<file path="src/hdl/tcrf_pkg.sv">
`timescale 1ns / 1ps
// ----------------------------------------------------------------------------
// tcrf_pkg
// Shared types and constants of the character cell rectangle fill engine.
// ----------------------------------------------------------------------------
package tcrf_pkg;

  localparam int MAX_WIDTH_DEF  = 128;
  localparam int MAX_HEIGHT_DEF = 64;

  localparam int DIM_W    = 9;
  localparam int SPAN_W   = DIM_W + 2;
  localparam int CHAR_W   = 8;
  localparam int ATTR_W   = 8;
  localparam int CELL_W   = CHAR_W + ATTR_W;
  localparam int COLOR_W  = 5;
  localparam int COUNT_W  = 14;
  localparam int CWIDTH_W = 8;
  localparam int CHEIGHT_W = 7;

  localparam int CFG_IDX_W  = 1;
  localparam int CFG_DATA_W = 8;

  localparam logic [CFG_IDX_W-1:0] REG_CANVAS_WIDTH  = 1'b0;
  localparam logic [CFG_IDX_W-1:0] REG_CANVAS_HEIGHT = 1'b1;

  localparam logic [CWIDTH_W-1:0]  CANVAS_WIDTH_RST  = 8'd80;
  localparam logic [CHEIGHT_W-1:0] CANVAS_HEIGHT_RST = 7'd25;

  localparam logic CMD_FILL = 1'b0;
  localparam logic CMD_READ = 1'b1;

  localparam logic [CELL_W-1:0]  BLANK_CELL = 16'h0020;
  localparam logic [COUNT_W-1:0] COUNT_MAX  = 14'h3FFF;

  typedef enum logic [2:0] {
    ST_CLEAR,
    ST_IDLE,
    ST_CLIP,
    ST_EVAL,
    ST_WALK,
    ST_FLUSH,
    ST_DONE
  } tcrf_state_e;

  typedef struct packed {
    logic capture;
    logic clip;
    logic eval;
    logic walk;
    logic clear;
    logic load_out;
  } tcrf_ctrl_t;

  typedef struct packed {
    logic is_read;
    logic fill_hit;
    logic walk_last;
    logic clear_last;
  } tcrf_status_t;

endpackage

</file>
<file path="src/hdl/tcrf_ctrl.sv">
`timescale 1ns / 1ps
// ----------------------------------------------------------------------------
// tcrf_ctrl
// Sequencer: clearing pass, clipping, cell walk and response hand-off.
// ----------------------------------------------------------------------------
module tcrf_ctrl
  import tcrf_pkg::*;
(
  input  logic         clk_i,
  input  logic         rst_ni,
  input  logic         in_valid_i,
  output logic         in_ready_o,
  input  logic         out_ready_i,
  output logic         out_valid_o,
  input  tcrf_status_t status_i,
  output tcrf_ctrl_t   ctrl_o
);

  tcrf_state_e state_q, state_d;
  logic        out_valid_q, out_valid_d;

  always_ff @(posedge clk_i or negedge rst_ni) begin
    if (!rst_ni) begin
      state_q     <= ST_CLEAR;
      out_valid_q <= 1'b0;
    end else begin
      state_q     <= state_d;
      out_valid_q <= out_valid_d;
    end
  end

  always_comb begin
    state_d    = state_q;
    ctrl_o     = '0;
    in_ready_o = 1'b0;
    unique case (state_q)
      ST_CLEAR: begin
        ctrl_o.clear = 1'b1;
        if (status_i.clear_last) begin
          state_d = ST_IDLE;
        end
      end
      ST_IDLE: begin
        in_ready_o = 1'b1;
        if (in_valid_i) begin
          ctrl_o.capture = 1'b1;
          state_d        = ST_CLIP;
        end
      end
      ST_CLIP: begin
        ctrl_o.clip = 1'b1;
        state_d     = ST_EVAL;
      end
      ST_EVAL: begin
        ctrl_o.eval = 1'b1;
        if (!status_i.is_read && status_i.fill_hit) begin
          state_d = ST_WALK;
        end else begin
          state_d = ST_DONE;
        end
      end
      ST_WALK: begin
        ctrl_o.walk = 1'b1;
        if (status_i.walk_last) begin
          state_d = ST_FLUSH;
        end
      end
      ST_FLUSH: begin
        state_d = ST_DONE;
      end
      ST_DONE: begin
        if (!out_valid_q || out_ready_i) begin
          ctrl_o.load_out = 1'b1;
          state_d         = ST_IDLE;
        end
      end
      default: begin
        state_d = ST_IDLE;
      end
    endcase
  end

  always_comb begin
    out_valid_d = out_valid_q;
    if (ctrl_o.load_out) begin
      out_valid_d = 1'b1;
    end else if (out_ready_i) begin
      out_valid_d = 1'b0;
    end
  end

  assign out_valid_o = out_valid_q;

endmodule

</file>
<file path="config.mk">
export PLATFORM = sky130hd
export DESIGN_NAME = tcrf_ctrl
export DESIGN_NICKNAME = d
export VERILOG_FILES = /design/src/hdl/tcrf_pkg.sv /design/src/hdl/tcrf_ctrl.sv
export SDC_FILE = /design/constraint.sdc
export NUM_CORES = 1
export LEC_CHECK = 0
export ABC_AREA = 1
export BUFFER_PORTS_ARGS = -buffer_cell sky130_fd_sc_hd__buf_2
export CAP_MARGIN = 20
export CORE_AREA = 4 4 41 43
export DETAILED_ROUTE_END_ITERATION = 12
export DIE_AREA = 0 0 45 47
export SKIP_CTS_REPAIR_TIMING = 1
export SYNTH_ARGS = -nofsm -noshare
export SYNTH_HDL_FRONTEND = slang
export SYNTH_SLANG_ARGS = --single-unit
</file>
<file path="constraint.sdc">
create_clock -name clk_i -period 1.4 [get_ports clk_i]
set_clock_uncertainty 0.15 [all_clocks]
set_input_delay 0.28 -clock clk_i [delete_from_list [all_inputs] [get_ports clk_i]]
set_output_delay 0.28 -clock clk_i [all_outputs]
set_load 0.02 [all_outputs]
</file>
# == After elaboration in Yosys (flattened, before gate mapping) ==
# Index checks and enable logic that the tools add are counted.
# classes
eq_ne,10
n_mux,17
n_reduce_logical,7
# op_table
op,n
$pmux W3 S7,1
$mux W3,4
$mux W1,11
$eq A3 B3 Y1 const B,3
$ne A2 B2 Y1 const B,4
$eq A3 B2 Y1 const B,2
$reduce_and A4 Y1,1
$eq A3 B1 Y1 const B,1
$logic_not A3 Y1,1
$logic_not A1 Y1,2
$mux W2,1
$reduce_bool A2 Y1,1
$logic_and A1 B1 Y1,1
$logic_or A1 B1 Y1,1
# word_totals
ff_bits,4
in_bits,8
out_inout_bits,8
elab_cells,36

# == Logic depth before layout (Yosys ltp) ==
# Gate-level depths: netlist (run 1).
# logic_depth
depth_word,5
ltp_mapped,8
mapped_depth_nobuf,8

# == Worst setup path after synthesis (run 1) ==
# No wires, ideal clock.
# synth_timing
kind,register to register
startpoint,register state_q[2]
endpoint,register state_q[0]
setup_ps,66
arrival_ps,1272
required_time_ps,1184
path_slack_ps,-88
stages_incl_launch_ff,6
path_buffers,0
synth_period_minus_slack_ps,1488
path_cell_list,dfrtp_1 > inv_1 > nor3_1 > nand3b_1 > nand2_1 > nand2_1
# synth_via
elab_chain_len,3
elab_cells_between_ends,13
classes_between,eq/ne: 10; mux: 1; reduce/logical: 2
# synth_rtl
element,line,text
from (decl),tcrf_ctrl.sv:19,"tcrf_state_e state_q, state_d;"
from (signal assigned),tcrf_ctrl.sv:27,state_q <= state_d;
"$eq A3 B3 Y1, or another cell as far along",tcrf_ctrl.sv:36,unique case (state_q)
$ne A2 B2 Y1 (no source line),n/a,
$reduce_and A4 Y1 (no source line),n/a,
# Several ways; a longest one is shown, not always the timed one.
# A chain may end at the register's enable or synchronous reset.

==> results of run 1 <==
state kept, by name, indices dropped and copies added (netlist names):
| signal | flops |
|---|---|
| state_q | 3 |
| out_valid_o | 1 |
area by class of cell:
type / count / area share [%]
inverters: 12 / 8.463
multi-input cells: 34 / 36.30
well taps: 15 / 3.341
repair buffers: 22 / 29.62
flip-flops and latches: 4 / 18.26
clock buffers: 3 / 4.009
power groups by stage:
| stage | logic (mW) | clock network (mW) | registers [mW] |
|---|---|---|---|
| final | 0.786 | 0.149 | 0.221 |
| after global routing | 0.860 | 0.164 | 0.227 |
| after CTS | 0.568 | 0.151 | 0.204 |
| after detailed placement | 0.565 | 0 | 0.205 |
| after global placement | 0.564 | 0 | 0.204 |
| after floorplan | 0.390 | 0 | 0.201 |
cell usage after synthesis:
| library cell | n |
|---|---|
| nand2_2 | 2 |
| nand3b_1 | 2 |
| o21ai_1 | 1 |
| o21ai_0 | 1 |
| inv_2 | 1 |
| buf_4 | 1 |
| ha_1 | 1 |
| o21bai_1 | 1 |
| nor2_1 | 6 |
| dfrtp_1 | 4 |
| nand3_1 | 4 |
| a21oi_1 | 1 |
| nor2_2 | 1 |
| inv_1 | 11 |
| nand2_1 | 12 |
| nor3_1 | 2 |
worst max-delay path, cell delays in order (launching register included):
cell	delay [ns]
dfrtp_2	0.46
inv_4	0.11
nand2_1	0.07
nor2_2	0.17
buf_6	0.14
final timing paths:
check / from / endpoint / slack [ns] / cells past startpoint
max in group asynchronous: rst_ni / state_q[2] / 0.75 / 2
worst min-delay path: in_valid_i / state_q[0] / 0.19 / 4
worst max register to register: state_q[0] / state_q[1] / 0.01 / 7
worst max-delay path: state_q[2] / ctrl_o[3] / -0.21 / 4
worst min register to register: out_valid_o / out_valid_o / 0.42 / 2
min in group asynchronous: rst_ni / state_q[0] / 0.22 / 2
routing by layer:
| layer | wire, µm | part of all wire [%] | GRT usage (%) |
|---|---|---|---|
| met1 | 381 | 40 | 11.24 |
| met2 | 432 | 45 | 11.58 |
| met3 | 97 | 10 | 1.533 |
| met4 | 46 | 4.8 | 8.772 |
| met5 | 0 | 0 | 0 |
logic make-up (layout without fill, tap and decap cells):
family          Yosys count  count (layout)  share of synthesized area (%)
compound gates            4               4                          7.055
fa+ha+maj                 1               1                          3.921
buf+inv                  13              37                          16.47
flops                     4               4                          31.37
simple gates             29              29                          41.17
metrics by stage:
| step | setup TNS [ns] | util [%] | worst slack, ns | instances |
|---|---|---|---|---|
| 2_1_floorplan | 0 | - | 0.01232 | 51 |
| 3_3_place_gp | -0.02179 | 33.27 | -0.02179 | 83 |
| 3_5_place_dp | -0.003147 | 33.27 | -0.002130 | 83 |
| 4_1_cts | -1.525 | 35.00 | -0.2634 | 86 |
| 5_1_grt | -1.697 | 43.17 | -0.2519 | 90 |
| 6_report | -1.184 | 43.17 | -0.2129 | 90 |
==> flow_summary.json, run 1 <==
{
  "final_cell_mix": "nand2_1, inv_1, buf_2, buf_4, buf_6",
  "route.detailed.drc": 0,
  "cts_buffer_depth": 2,
  "yosysTopAreaCellShare_pct": 31.37,
  "hold_class": "in2reg",
  "period_share_pct": 115.2,
  "seqPwrFrac_pct": 19.1,
  "dp_hpwl_um": 641.1,
  "worstSetupEndpointType": "primary output",
  "p_sw_uw": 555.3,
  "yosysTopAreaCell": "dfrtp_1",
  "htreeDepth": 1,
  "fin_crit_ns": 1.613,
  "worstSetupPathType": "reg2out",
  "setup_viol": 7,
  "dieArea_um2": 2115,
  "sw_frac_of_total_pct": 48.05,
  "wirelength_um": 957,
  "initial_core_util_pct": 24.52,
  "power.total_mw": 1.156,
  "syn_area_per_cell_um2": 6.256,
  "track_usage_pct": 8.637,
  "multiInputGateArea_um2": 203.9,
  "final.setup.worst_slack_ns": -0.2129,
  "vias_per_cell": 4.700,
  "wl_per_cell_um": 10.63,
  "io_buffers": 15,
  "hold_violations": 0,
  "status": "finished with violations",
  "required_ns": 0.97,
  "p_per_area_nw_per_um2": 2057,
  "synth_cells": 51,
  "syn_to_final_growth_pct": 76.08,
  "grt-ovfl-total": 0,
  "cts_tree": "yes",
  "netlist_top_cells_area": "dfrtp_1, nand2_1, inv_1, nor2_1, nand3_1",
  "worst-slew-pin-transition_ns": 0.1967,
  "maxSlewViolCount": 0,
  "drive_above_1_share_pct": 53.33,
  "nFillCells": 137,
  "rows": 13,
  "clkSlewWorstSetupHoldPaths_ns": 0.04,
  "synth_nets": 60,
  "seqCellArea_um2": 102.6,
  "cts.sinks": 4,
  "clkPwrFrac_pct": 12.9,
  "ys_ff_latch": 4,
  "die_y_um": 47,
  "drt_iter0_drc": 13,
  "place_area_um2": 432.9,
  "grt_pass1_vias": 322,
  "insertion_delay_ns": 0.24,
  "ios": 16,
  "max_slew_margin_pct": 86.88,
  "crit_path_max_fanout": 6,
  "p_int_uw": 600.3,
  "static-leakage-power_nw": 0.3147,
  "postRouteAntennaNets": 0,
  "synth-seq-area-share_pct": 31.37,
  "core_area_um2": 1301,
  "yosysWarnings": 0,
  "diodes": 0,
  "worstPathArrival_ns": 1.18,
  "vias": 423,
  "grt_max_degree": 8,
  "peakVddDrop_mv": 1.044,
  "grt_setup_unrepaired": "yes",
  "die_w_um": 45,
  "numCtsBuffers": 3,
  "violations": "setup timing",
  "ys_types": 16,
  "grt_pass1_wl_um": 1276,
  "worst_setup_path_start_kind": "flip-flop",
  "fmax_mhz": 620.0,
  "fin_area_um2": 561.8,
  "antenna_found_initial": 0,
  "gp_congestion": 0.8290,
  "final_common_cell": "nand2_1",
  "synth_area_um2": 319.1,
  "holdWs_ns": 0.1878,
  "combinationalPowerShare_pct": 68.0,
  "nets": 86,
  "firstDrtPassIters": 4,
  "cap_viol_max_count": 0,
  "ctsRootBufferMaster": "clkbuf_4"
}
(Power assumes the default switching activity.)
==> inputs of run 2 (changes only) <==
CORE_AREA = 5 5 42 44   (was 4 4 41 43)
DIE_AREA = 0 0 47 49   (was 0 0 45 47)
==> flow_summary.json, run 2 (same netlist as run 1, synthesis figures left out) <==
{
  "status": "finished with violations",
  "violations": "setup timing",
  "dieArea_um2": 2303,
  "fin_area_um2": 545.5,
  "static-leakage-power_nw": 0.3133,
  "route.detailed.drc": 0,
  "die_y_um": 49,
  "peakVddDrop_mv": 1.021,
  "hold_class": "in2reg",
  "hold_violations": 0,
  "grt_setup_unrepaired": "yes",
  "fmax_mhz": 645.2,
  "final.setup.worst_slack_ns": -0.1500,
  "clkSlewWorstSetupHoldPaths_ns": 0.04,
  "regMostFlops": "state_q",
  "required_ns": 0.97,
  "io_buffers": 15,
  "die_w_um": 47,
  "cts_tree": "yes",
  "dp_hpwl_um": 657.5,
  "worst-slew-pin-transition_ns": 0.1750,
  "max_slew_margin_pct": 88.33,
  "pre_cts_slack_ns": -0.02122,
  "setup_viol": 7,
  "reg2reg_slack_ns": 0,
  "grt_pass1_vias": 334,
  "nets": 86,
  "reg2reg_depth": 6,
  "reg2reg_from": "state_q[1]",
  "antenna_found_initial": 0,
  "syn_to_final_growth_pct": 70.98,
  "setup.worst_path.end": "ctrl_o[0]",
  "grt_max_degree": 8,
  "fin_setup_tns_ns": -0.9328,
  "drt_iter0_drc": 2,
  "rows": 14,
  "startpoint": "state_q[0]",
  "wl_per_cell_um": 9.615,
  "core_area_um2": 1401,
  "vias": 394,
  "period_share_pct": 110.7,
  "final_cell_mix": "buf_4, nand2_1, inv_1",
  "grt_pass1_wl_um": 1283,
  "power.total_mw": 1.108,
  "numCtsBuffers": 3,
  "postRouteAntennaNets": 0,
  "place_area_um2": 434.2,
  "fin_crit_ns": 1.550,
  "crit_path_max_fanout": 3,
  "insertion_delay_ns": 0.23,
  "worstSetupEndpointType": "primary output",
  "worstSetupPathType": "reg2out",
  "cts.sinks": 4,
  "cap_viol_max_count": 0,
  "reg2reg_to": "state_q[0]",
  "initial_core_util_pct": 22.77,
  "drive_above_1_share_pct": 52.00,
  "p_per_area_nw_per_um2": 2031,
  "maxSlewViolCount": 0,
  "vias_per_cell": 4.330,
  "cts_buffer_depth": 2,
  "hp-start": "in_valid_i",
  "wirelength_um": 875,
  "largest_reg_flops": 3,
  "htreeDepth": 1,
  "ctsRootBufferMaster": "clkbuf_4",
  "final_common_cell": "buf_4",
  "track_usage_pct": 7.768,
  "holdWs_ns": 0.2286,
  "gp_congestion": 0.8592,
  "worstPathArrival_ns": 1.12,
  "grt-ovfl-total": 0,
  "firstDrtPassIters": 2,
  "worst_setup_path_start_kind": "flip-flop",
  "ios": 16,
  "diodes": 0
}
==> run 2: cell counts in the layout (fill, tap and decap cells not counted) <==
No cell type changed its count.
==> run 2: worst min path at each step <==
stage,to,slack [ns],cells after the start
finish,state_q[0],0.23,4
CTS,state_q[2],-0.31,1
global placement,out_valid_o,-0.06,1
floorplan,out_valid_o,-0.17,0
global route,out_valid_o,0.26,2
detailed placement,out_valid_o,-0.06,1
==> run 2: layout make-up <==
type                       count  area, µm²
fill                         160      855.8
multi-input combinational     34      201.4
timing repair buffer          22      151.4
sequential                     4      102.6
inverter                      12      47.55
clock buffer                   3      22.52
tap                           16      20.02
==> run 2: layer usage <==
metal,vias to the layer above,wire length (µm),track usage [%]
li1,207,-,-
met1,172,384,9.756
met2,13,431,10.86
met3,2,49,1.107
met4,0,10,6.912
met5,-,0,0
==> run 2: through the flow <==
step / instances / util, %
finish: 91 / 38.93
floorplan: 51 / -
detailed placement: 84 / 30.98
global route: 91 / 38.93
global placement: 84 / 30.98
CTS: 87 / 32.59
==> run 2: power breakdown <==
part	internal, mW	switching [mW]	total [mW]
Combinational	0.335	0.417	0.752
Sequential	0.156	0.0581	0.214
Clock	0.0958	0.0458	0.142
==> run 2: worst max-delay path: stages (launching register included) <==
cell	delay (ns)
dfrtp_1	0.39
inv_2	0.10
nand3_1	0.12
a21oi_2	0.12
buf_4	0.15
